--- config.mk ---
export PLATFORM = sky130hd
export DESIGN_NAME = keyword_number_token_classifier_unit
export DESIGN_NICKNAME = d
export VERILOG_FILES = /design/src/sv/kntc_pkg.sv /design/src/sv/keyword_number_token_classifier_unit.sv
export SDC_FILE = /design/constraint.sdc
export NUM_CORES = 1
export LEC_CHECK = 0
export BUFFER_PORTS_ARGS = -buffer_cell sky130_fd_sc_hd__buf_2
export CORE_MARGIN = 8
export CORE_UTILIZATION = 30
export DETAILED_ROUTE_END_ITERATION = 12
export PLACE_DENSITY = 0.52
export SKIP_LAST_GASP = 1
export SLEW_MARGIN = 25
export SYNTH_ARGS = -nofsm -noshare
export SYNTH_HDL_FRONTEND = slang
export SYNTH_SLANG_ARGS = --single-unit
--- constraint.sdc ---
create_clock -name clock -period 3.3 [get_ports clock]
set_input_delay 0.33 -clock clock [delete_from_list [all_inputs] [get_ports clock]]
set_output_delay 0.33 -clock clock [all_outputs]
set_load 0.005 [all_outputs]
--- src/sv/kntc_pkg.sv ---
package kntc_pkg;

   // word length limit and the width of the length counter
   localparam int MAX_COUNT = 255;
   localparam int WLEN_W    = $clog2(MAX_COUNT + 1);

   // keyword table
   localparam int NUM_KW     = 13;
   localparam int KW_MAX_LEN = 8;
   localparam int KW_IDX_W   = 4;

   localparam logic [7:0] KW_TEXT [NUM_KW][KW_MAX_LEN] = '{
      '{"I", "N", "T", "E", "G", "E", "R", 8'h00},
      '{"B", "E", "G", "I", "N", 8'h00, 8'h00, 8'h00},
      '{"R", "E", "A", "D", 8'h00, 8'h00, 8'h00, 8'h00},
      '{"I", "F", 8'h00, 8'h00, 8'h00, 8'h00, 8'h00, 8'h00},
      '{"E", "L", "S", "E", 8'h00, 8'h00, 8'h00, 8'h00},
      '{"T", "H", "E", "N", 8'h00, 8'h00, 8'h00, 8'h00},
      '{"E", "N", "D", "I", "F", 8'h00, 8'h00, 8'h00},
      '{"W", "H", "I", "L", "E", 8'h00, 8'h00, 8'h00},
      '{"D", "O", 8'h00, 8'h00, 8'h00, 8'h00, 8'h00, 8'h00},
      '{"E", "N", "D", "W", "H", "I", "L", "E"},
      '{"W", "R", "I", "T", "E", 8'h00, 8'h00, 8'h00},
      '{"P", "R", "O", "G", 8'h00, 8'h00, 8'h00, 8'h00},
      '{"E", "N", "D", 8'h00, 8'h00, 8'h00, 8'h00, 8'h00}
   };

   localparam logic [3:0] KW_LEN [NUM_KW] = '{
      4'd7, 4'd5, 4'd4, 4'd2, 4'd4, 4'd4, 4'd5, 4'd5, 4'd2, 4'd8, 4'd5, 4'd4, 4'd3
   };

   // token classes
   localparam logic [1:0] CLASS_KEYWORD    = 2'd0;
   localparam logic [1:0] CLASS_NUMBER     = 2'd1;
   localparam logic [1:0] CLASS_IDENTIFIER = 2'd2;
   localparam logic [1:0] CLASS_OPERATOR   = 2'd3;

   // character codes
   localparam logic [7:0] CHAR_PLUS    = 8'h2B;
   localparam logic [7:0] CHAR_MINUS   = 8'h2D;
   localparam logic [7:0] CHAR_STAR    = 8'h2A;
   localparam logic [7:0] CHAR_SLASH   = 8'h2F;
   localparam logic [7:0] CHAR_GT      = 8'h3E;
   localparam logic [7:0] CHAR_LT      = 8'h3C;
   localparam logic [7:0] CHAR_EQ      = 8'h3D;
   localparam logic [7:0] CHAR_SEMI    = 8'h3B;
   localparam logic [7:0] CHAR_DOT     = 8'h2E;
   localparam logic [7:0] CHAR_SPACE   = 8'h20;
   localparam logic [7:0] CHAR_TAB     = 8'h09;
   localparam logic [7:0] CHAR_LF      = 8'h0A;
   localparam logic [7:0] CHAR_VT      = 8'h0B;
   localparam logic [7:0] CHAR_FF      = 8'h0C;
   localparam logic [7:0] CHAR_CR      = 8'h0D;
   localparam logic [7:0] CHAR_ZERO    = 8'h30;
   localparam logic [7:0] CHAR_NINE    = 8'h39;
   localparam logic [7:0] CHAR_LOWER_A = 8'h61;
   localparam logic [7:0] CHAR_LOWER_Z = 8'h7A;
   localparam logic [7:0] CASE_OFFSET  = 8'h20;

   // result queue sizing
   localparam int Q_DEPTH = 4;
   localparam int Q_PTR_W = $clog2(Q_DEPTH);
   localparam int Q_CNT_W = $clog2(Q_DEPTH + 1);

   typedef enum logic [1:0] {
      KIND_WORD,
      KIND_OPERATOR,
      KIND_SPACE
   } char_kind_type;

   typedef struct packed {
      logic [1:0]          token_class;
      logic [KW_IDX_W-1:0] keyword_number;
      logic [7:0]          operator_code;
      logic [7:0]          token_length;
      logic                last_of_run;
   } rsp_item_type;

   // low 8 bits of the word length
   function automatic logic [7:0] length_byte(input logic [WLEN_W-1:0] wlen);
      logic [31:0] wide;
      wide = 32'(wlen);
      return wide[7:0];
   endfunction

endpackage

--- src/sv/keyword_number_token_classifier_unit.sv ---
// channel | direction | handshake          | payload
// req     | in        | req_valid/req_stall | req_char_byte, req_end_of_text
// rsp     | out       | rsp_valid/rsp_stall | rsp_token_class, rsp_keyword_number,
//         |           |                     | rsp_operator_code, rsp_token_length,
//         |           |                     | rsp_last_of_run
//
// one byte is taken per cycle while req_stall is low; its results are queued and
// rsp shows the queue head; a byte gives at most two results, so an operator right
// after a word gives two; rsp drains one result per cycle from a 4-entry queue
// while rsp_stall is low; req_stall is high while fewer than two queue entries are
// free; reset clears the pending word and empties the result queue
module keyword_number_token_classifier_unit (
   input  logic       clock,
   input  logic       reset,
   input  logic       req_valid,
   output logic       req_stall,
   input  logic [7:0] req_char_byte,
   input  logic       req_end_of_text,
   output logic       rsp_valid,
   input  logic       rsp_stall,
   output logic [1:0] rsp_token_class,
   output logic [3:0] rsp_keyword_number,
   output logic [7:0] rsp_operator_code,
   output logic [7:0] rsp_token_length,
   output logic       rsp_last_of_run
);

   // pending word state
   logic [kntc_pkg::WLEN_W-1:0] wlen_ff, wlen_in;
   logic [kntc_pkg::NUM_KW-1:0] cand_ff, cand_in;
   logic [1:0]                  dots_ff, dots_in;
   logic                        numok_ff, numok_in;

   // result queue
   kntc_pkg::rsp_item_type       queue_ff [kntc_pkg::Q_DEPTH];
   logic [kntc_pkg::Q_PTR_W-1:0] head_ff, head_in;
   logic [kntc_pkg::Q_PTR_W-1:0] tail_ff, tail_in;
   logic [kntc_pkg::Q_CNT_W-1:0] count_ff, count_in;

   kntc_pkg::char_kind_type     kind;
   logic                        accept;
   logic                        pop;
   logic [7:0]                  upper;
   logic                        is_digit;
   logic [kntc_pkg::WLEN_W-1:0] wlen_app;
   logic [kntc_pkg::NUM_KW-1:0] cand_app;
   logic [1:0]                  dots_app;
   logic                        numok_app;
   logic [kntc_pkg::WLEN_W-1:0] wlen_src;
   logic [kntc_pkg::NUM_KW-1:0] cand_src;
   logic                        numok_src;
   logic                        kw_hit;
   logic [kntc_pkg::KW_IDX_W-1:0] kw_idx;
   kntc_pkg::rsp_item_type      word_item;
   kntc_pkg::rsp_item_type      op_item;
   kntc_pkg::rsp_item_type      res0;
   kntc_pkg::rsp_item_type      res1;
   logic [1:0]                  push_n;
   logic                        clear_word;

   // handshake
   assign accept    = req_valid && !req_stall;
   assign pop       = rsp_valid && !rsp_stall;
   assign rsp_valid = (count_ff != '0);
   assign req_stall = (count_ff > kntc_pkg::Q_CNT_W'(kntc_pkg::Q_DEPTH - 2));

   // character kind
   always_comb begin
      case (req_char_byte) inside
         kntc_pkg::CHAR_PLUS, kntc_pkg::CHAR_MINUS, kntc_pkg::CHAR_STAR,
         kntc_pkg::CHAR_SLASH, kntc_pkg::CHAR_GT, kntc_pkg::CHAR_LT,
         kntc_pkg::CHAR_EQ, kntc_pkg::CHAR_SEMI: kind = kntc_pkg::KIND_OPERATOR;
         kntc_pkg::CHAR_SPACE, kntc_pkg::CHAR_TAB, kntc_pkg::CHAR_LF,
         kntc_pkg::CHAR_VT, kntc_pkg::CHAR_FF, kntc_pkg::CHAR_CR: kind = kntc_pkg::KIND_SPACE;
         default: kind = kntc_pkg::KIND_WORD;
      endcase
   end

   // word state with this byte appended
   always_comb begin
      logic [kntc_pkg::NUM_KW-1:0] cand_base;
      cand_base = (wlen_ff == '0) ? '1 : cand_ff;
      upper = (req_char_byte >= kntc_pkg::CHAR_LOWER_A && req_char_byte <= kntc_pkg::CHAR_LOWER_Z)
              ? req_char_byte - kntc_pkg::CASE_OFFSET : req_char_byte;
      is_digit = (req_char_byte >= kntc_pkg::CHAR_ZERO && req_char_byte <= kntc_pkg::CHAR_NINE);
      for (int k = 0; k < kntc_pkg::NUM_KW; k++) begin
         cand_app[k] = cand_base[k]
                       && (wlen_ff < kntc_pkg::WLEN_W'(kntc_pkg::KW_LEN[k]))
                       && (kntc_pkg::KW_TEXT[k][wlen_ff[2:0]] == upper);
      end
      numok_app = (wlen_ff == '0) ? 1'b1 : numok_ff;
      dots_app  = dots_ff;
      if (req_char_byte == kntc_pkg::CHAR_DOT) begin
         if (dots_ff < 2'd2) begin
            dots_app = dots_ff + 2'd1;
         end
         if (dots_app > 2'd1) begin
            numok_app = 1'b0;
         end
      end else if (!(is_digit || (req_char_byte == kntc_pkg::CHAR_MINUS && wlen_ff == '0))) begin
         numok_app = 1'b0;
      end
      wlen_app = (wlen_ff < kntc_pkg::WLEN_W'(kntc_pkg::MAX_COUNT))
                 ? wlen_ff + kntc_pkg::WLEN_W'(1) : wlen_ff;
   end

   // word being closed: the appended one on end of text, else the pending one
   assign wlen_src  = (kind == kntc_pkg::KIND_WORD) ? wlen_app  : wlen_ff;
   assign cand_src  = (kind == kntc_pkg::KIND_WORD) ? cand_app  : cand_ff;
   assign numok_src = (kind == kntc_pkg::KIND_WORD) ? numok_app : numok_ff;

   // keyword match, lowest index wins
   always_comb begin
      kw_hit = 1'b0;
      kw_idx = '0;
      for (int k = kntc_pkg::NUM_KW - 1; k >= 0; k--) begin
         if (cand_src[k] && wlen_src == kntc_pkg::WLEN_W'(kntc_pkg::KW_LEN[k])) begin
            kw_hit = 1'b1;
            kw_idx = kntc_pkg::KW_IDX_W'(k);
         end
      end
   end

   // result items
   always_comb begin
      word_item.token_class    = kw_hit ? kntc_pkg::CLASS_KEYWORD
                               : (numok_src ? kntc_pkg::CLASS_NUMBER
                                            : kntc_pkg::CLASS_IDENTIFIER);
      word_item.keyword_number = kw_hit ? kw_idx : '0;
      word_item.operator_code  = 8'h00;
      word_item.token_length   = kntc_pkg::length_byte(wlen_src);
      word_item.last_of_run    = 1'b1;

      op_item.token_class    = kntc_pkg::CLASS_OPERATOR;
      op_item.keyword_number = '0;
      op_item.operator_code  = req_char_byte;
      op_item.token_length   = 8'd1;
      op_item.last_of_run    = 1'b1;
   end

   // results for this byte and the next word state
   always_comb begin
      res0       = word_item;
      res1       = op_item;
      push_n     = 2'd0;
      clear_word = 1'b1;
      case (kind)
         kntc_pkg::KIND_OPERATOR: begin
            if (wlen_ff != '0) begin
               res0.last_of_run = 1'b0;
               push_n           = 2'd2;
            end else begin
               res0   = op_item;
               push_n = 2'd1;
            end
         end
         kntc_pkg::KIND_SPACE: begin
            push_n = (wlen_ff != '0) ? 2'd1 : 2'd0;
         end
         default: begin
            push_n     = req_end_of_text ? 2'd1 : 2'd0;
            clear_word = req_end_of_text;
         end
      endcase

      wlen_in  = wlen_ff;
      cand_in  = cand_ff;
      dots_in  = dots_ff;
      numok_in = numok_ff;
      if (accept) begin
         if (clear_word) begin
            wlen_in  = '0;
            cand_in  = '0;
            dots_in  = 2'd0;
            numok_in = 1'b0;
         end else begin
            wlen_in  = wlen_app;
            cand_in  = cand_app;
            dots_in  = dots_app;
            numok_in = numok_app;
         end
      end
   end

   // queue pointers
   always_comb begin
      logic [1:0] pushed;
      pushed   = accept ? push_n : 2'd0;
      tail_in  = tail_ff + kntc_pkg::Q_PTR_W'(pushed);
      head_in  = head_ff + kntc_pkg::Q_PTR_W'(pop);
      count_in = count_ff + kntc_pkg::Q_CNT_W'(pushed) - kntc_pkg::Q_CNT_W'(pop);
   end

   // control registers
   always_ff @(posedge clock) begin
      if (reset) begin
         wlen_ff  <= '0;
         cand_ff  <= '0;
         dots_ff  <= 2'd0;
         numok_ff <= 1'b0;
         head_ff  <= '0;
         tail_ff  <= '0;
         count_ff <= '0;
      end else begin
         wlen_ff  <= wlen_in;
         cand_ff  <= cand_in;
         dots_ff  <= dots_in;
         numok_ff <= numok_in;
         head_ff  <= head_in;
         tail_ff  <= tail_in;
         count_ff <= count_in;
      end
   end

   // queue storage
   always_ff @(posedge clock) begin
      if (accept && push_n != 2'd0) begin
         queue_ff[tail_ff] <= res0;
      end
      if (accept && push_n == 2'd2) begin
         queue_ff[tail_ff + kntc_pkg::Q_PTR_W'(1)] <= res1;
      end
   end

   // output from the queue head
   assign rsp_token_class    = queue_ff[head_ff].token_class;
   assign rsp_keyword_number = queue_ff[head_ff].keyword_number;
   assign rsp_operator_code  = queue_ff[head_ff].operator_code;
   assign rsp_token_length   = queue_ff[head_ff].token_length;
   assign rsp_last_of_run    = queue_ff[head_ff].last_of_run;

`ifndef SYNTHESIS
   // queue never overfills
   assert property (@(posedge clock) disable iff (reset)
      count_ff <= kntc_pkg::Q_CNT_W'(kntc_pkg::Q_DEPTH))
      else $error("result queue overflow");

   // a result that is not last of its run has its partner queued behind it
   assert property (@(posedge clock) disable iff (reset)
      (rsp_valid && !rsp_last_of_run) |-> (count_ff >= kntc_pkg::Q_CNT_W'(2)))
      else $error("first of two results without its partner");

   // keyword number only on keywords
   assert property (@(posedge clock) disable iff (reset)
      (rsp_valid && rsp_token_class != kntc_pkg::CLASS_KEYWORD) |-> (rsp_keyword_number == '0))
      else $error("keyword number on a non-keyword token");

   // operator code only on operators
   assert property (@(posedge clock) disable iff (reset)
      (rsp_valid && rsp_token_class != kntc_pkg::CLASS_OPERATOR) |-> (rsp_operator_code == 8'h00))
      else $error("operator code on a non-operator token");

   // a space or operator leaves no pending word
   assert property (@(posedge clock) disable iff (reset)
      (accept && kind != kntc_pkg::KIND_WORD) |=> (wlen_ff == '0))
      else $error("word still pending after a separator");
`endif

endmodule
==> metrics.txt <==
run status completed; DR pass1 iterations 5; Post-layout nets 1,044; total power 4.861 mW; clk_skew 0.01056 ns; vias in the first global route 7,247; RSZ-0062 raised after global routing yes; Via Count roughly 7,400; initial core utilization 0.3052; kind of critical path register to register; Final Cycle Share 0.9736; Worst EP required 3.60 ns; DP Worst Slack -0.05016 ns; layout cell share with drive strength beyond 1 0.2764; worst min path class input pin to register; Core Util, Final 0.3804; Synth async-reset ratio 0; drt initial violations 615; Final min period ~3.2 ns; FP Rows 59; met1 usage 0.2226; ys flop type dfxtp_1; ANT nets after route 0; drt via density 5.466; die area 0.03189 mm^2; clock buffer depth 2; Die Y 178.6 um; Hold Slack 0.4011 ns; Pwr Density 491.7 mW/mm^2; width of the die between 150 and 200 um; Yosys warnings 0; worst slew pin tran 0.7864 ns; Clock Tree Root clkbuf_16; first-pass GRT wire length 42.12 mm; Final Setup Violations 0; Area Growth Syn to Fin 24.66%; antenna fix cells 0; Critical Path Start Type register; Post-CTS Hold Fix Bufs 0; Max FO, Critical Path 11; largest net degree at the start of global routing 36; Unique masters post-synth 95; met2 global-route usage 0.2729; hpwl dp approximately 20 mm; port buffer count 37; core box area approximately 0.026 mm^2; WP data arrival 3.52 ns; CTS tree built; register area share after synthesis 0.3509; number of synthesized flops with an enable pin 32; latest clock arrival within the worst-skew pair 0.41 ns; DRC 0; fin. max-slew vios 0; most frequent cells in the layout buf_4 (131), dfxtp_1 (90), nand2_1 (81); Hold Vio Cnt, Final 0; Rel. slew slack 0.4750; # IOs 38; final WL 27.11 mm; max-cap violations 0; final setup margin 0.08702 ns; syn_area_per_cell 8.961 um^2; Area after DPL a little over 0.009 mm^2; Routed WL per cell 19.95 um; Num CTS Buffers 17; GRT Util Overall 0.1714; Post-Synthesis Cells 885; grt peak-use layer met2; finished layout cell area 0.009886 mm^2; Mapped Area 0.007930 mm^2; Pleak 3.772 nW; Reg clk slew, reported paths roughly 0.06 ns; most common cell after layout, fill and taps aside buf_4; grt ovf 0; maximum VDD drop between 0.2 and 0.3 mV; initial antenna violation count 0; FF+latch count, synth around 120; Max Clk Rate ~310 MHz; CP endpoint kind register; clock sink count 123; GR Util met3 0.03112; number of H-tree levels 4; gpl congestion about 0.91
registers in the layout, summed over array words and instances, names as in the netlist:
name and count:
cand_ff 13, numok_ff 1, tail_ff 2, head_ff 2, count_ff 3, queue_ff 92, wlen_ff 8, dots_ff 2
power breakdown:
group          switching, mW  internal, mW  total (mW)
Combinational          0.718         0.615        1.33
Clock                  0.722          1.04        1.76
Sequential            0.0891          1.68        1.77
routing by layer:
layer / up-vias / routed length [um] / part of all wire
met5: - / 0 / 0
met1: 3567 / 12080 / 0.45
met4: 0 / 1023 / 0.038
li1: 3530 / - / -
met3: 52 / 1706 / 0.063
met2: 279 / 12300 / 0.45
cell families (layout without fill, tap and decap cells):
kind of cell | after synthesis | in the layout | synth area share
AND/OR/NAND/NOR | 337 | 337 | 0.2181
XOR/XNOR | 35 | 35 | 0.03866
adder cells (fa/ha/maj) | 20 | 20 | 0.03250
AO/OA/AOI/OAI | 247 | 247 | 0.2247
buffers and inverters | 92 | 224 | 0.06059
multiplexers | 30 | 30 | 0.07416
flip-flops | 123 | 123 | 0.3509
other | 1 | 8 | 0.0004729
per-stage QoR:
step	TNS, ns	cells
after global routing	-0.2257	1359
after global placement	-0.1889	1326
final	0	1359
after floorplan	0	892
after detailed placement	-0.1006	1326
after CTS	0	1358
path summary, 6_finish.rpt:
check	startpoint	end	slack (ns)	cells past startpoint
worst max-delay path	wlen_ff[4]	queue_ff[3][21]	0.09	12
worst min-delay path	req_char_byte[4]	queue_ff[3][13]	0.40	3
worst max register to register	wlen_ff[4]	queue_ff[3][21]	0.09	12
worst min register to register	queue_ff[2][6]	queue_ff[2][6]	0.45	2
Yosys cell counts, types with 7 or more instances:
| cell type | number | area share |
|---|---|---|
| xnor2_1 | 24 | 0.027 |
| a31oi_1 | 10 | 0.0079 |
| ha_1 | 19 | 0.030 |
| o32a_1 | 9 | 0.011 |
| nand2b_1 | 13 | 0.010 |
| nor2b_1 | 17 | 0.013 |
| nand3_1 | 33 | 0.021 |
| nor3_1 | 24 | 0.015 |
| and3_1 | 10 | 0.0079 |
| buf_6 | 11 | 0.016 |
| o31ai_1 | 9 | 0.0085 |
| xor2_1 | 11 | 0.012 |
| nand2_1 | 81 | 0.038 |
| o211ai_1 | 8 | 0.0076 |
| a21oi_1 | 56 | 0.035 |
| dfxtp_1 | 91 | 0.23 |
| edfxtp_1 | 32 | 0.12 |
| inv_1 | 20 | 0.0095 |
| nand4_1 | 10 | 0.0079 |
| clkbuf_1 | 30 | 0.014 |
| nor2_1 | 76 | 0.036 |
| or3_1 | 7 | 0.0055 |
| and2_1 | 26 | 0.021 |
| buf_2 | 18 | 0.011 |
| o21ai_0 | 57 | 0.036 |
| mux2i_1 | 7 | 0.0088 |
| mux4_2 | 23 | 0.065 |
| a22o_1 | 13 | 0.014 |
critical path: stages, from the launching register on:
cell and delay (ns):
dfxtp_1 0.31, buf_4 0.17, nor4_4 0.26, buf_4 0.20, nand3_1 0.15, or4_4 0.56
a21oi_1 0.19, o2111ai_1 0.21, a31o_2 0.33, a31oi_4 0.20, nor4b_2 0.07, buf_4 0.15
o32a_1 0.31
cell type report:
type | count | area (um^2)
Clock buffer | 19 | 432.9
Tap cell | 335 | 419.2
Inverter | 22 | 83.83
Sequential cell | 123 | 2784
Clock inverter | 13 | 120.1
Fill cell | 2643 | 16100
Timing Repair Buffer | 170 | 1209
Multi-Input combinational cell | 677 | 4837
timing repair:
item	in CTS	in global routing
pin swaps	0	7
endpoints found under the setup margin	7	22
buffers inserted	0	1
resized for setup	4	25
Note: power is estimated with default switching activity, not from simulation.
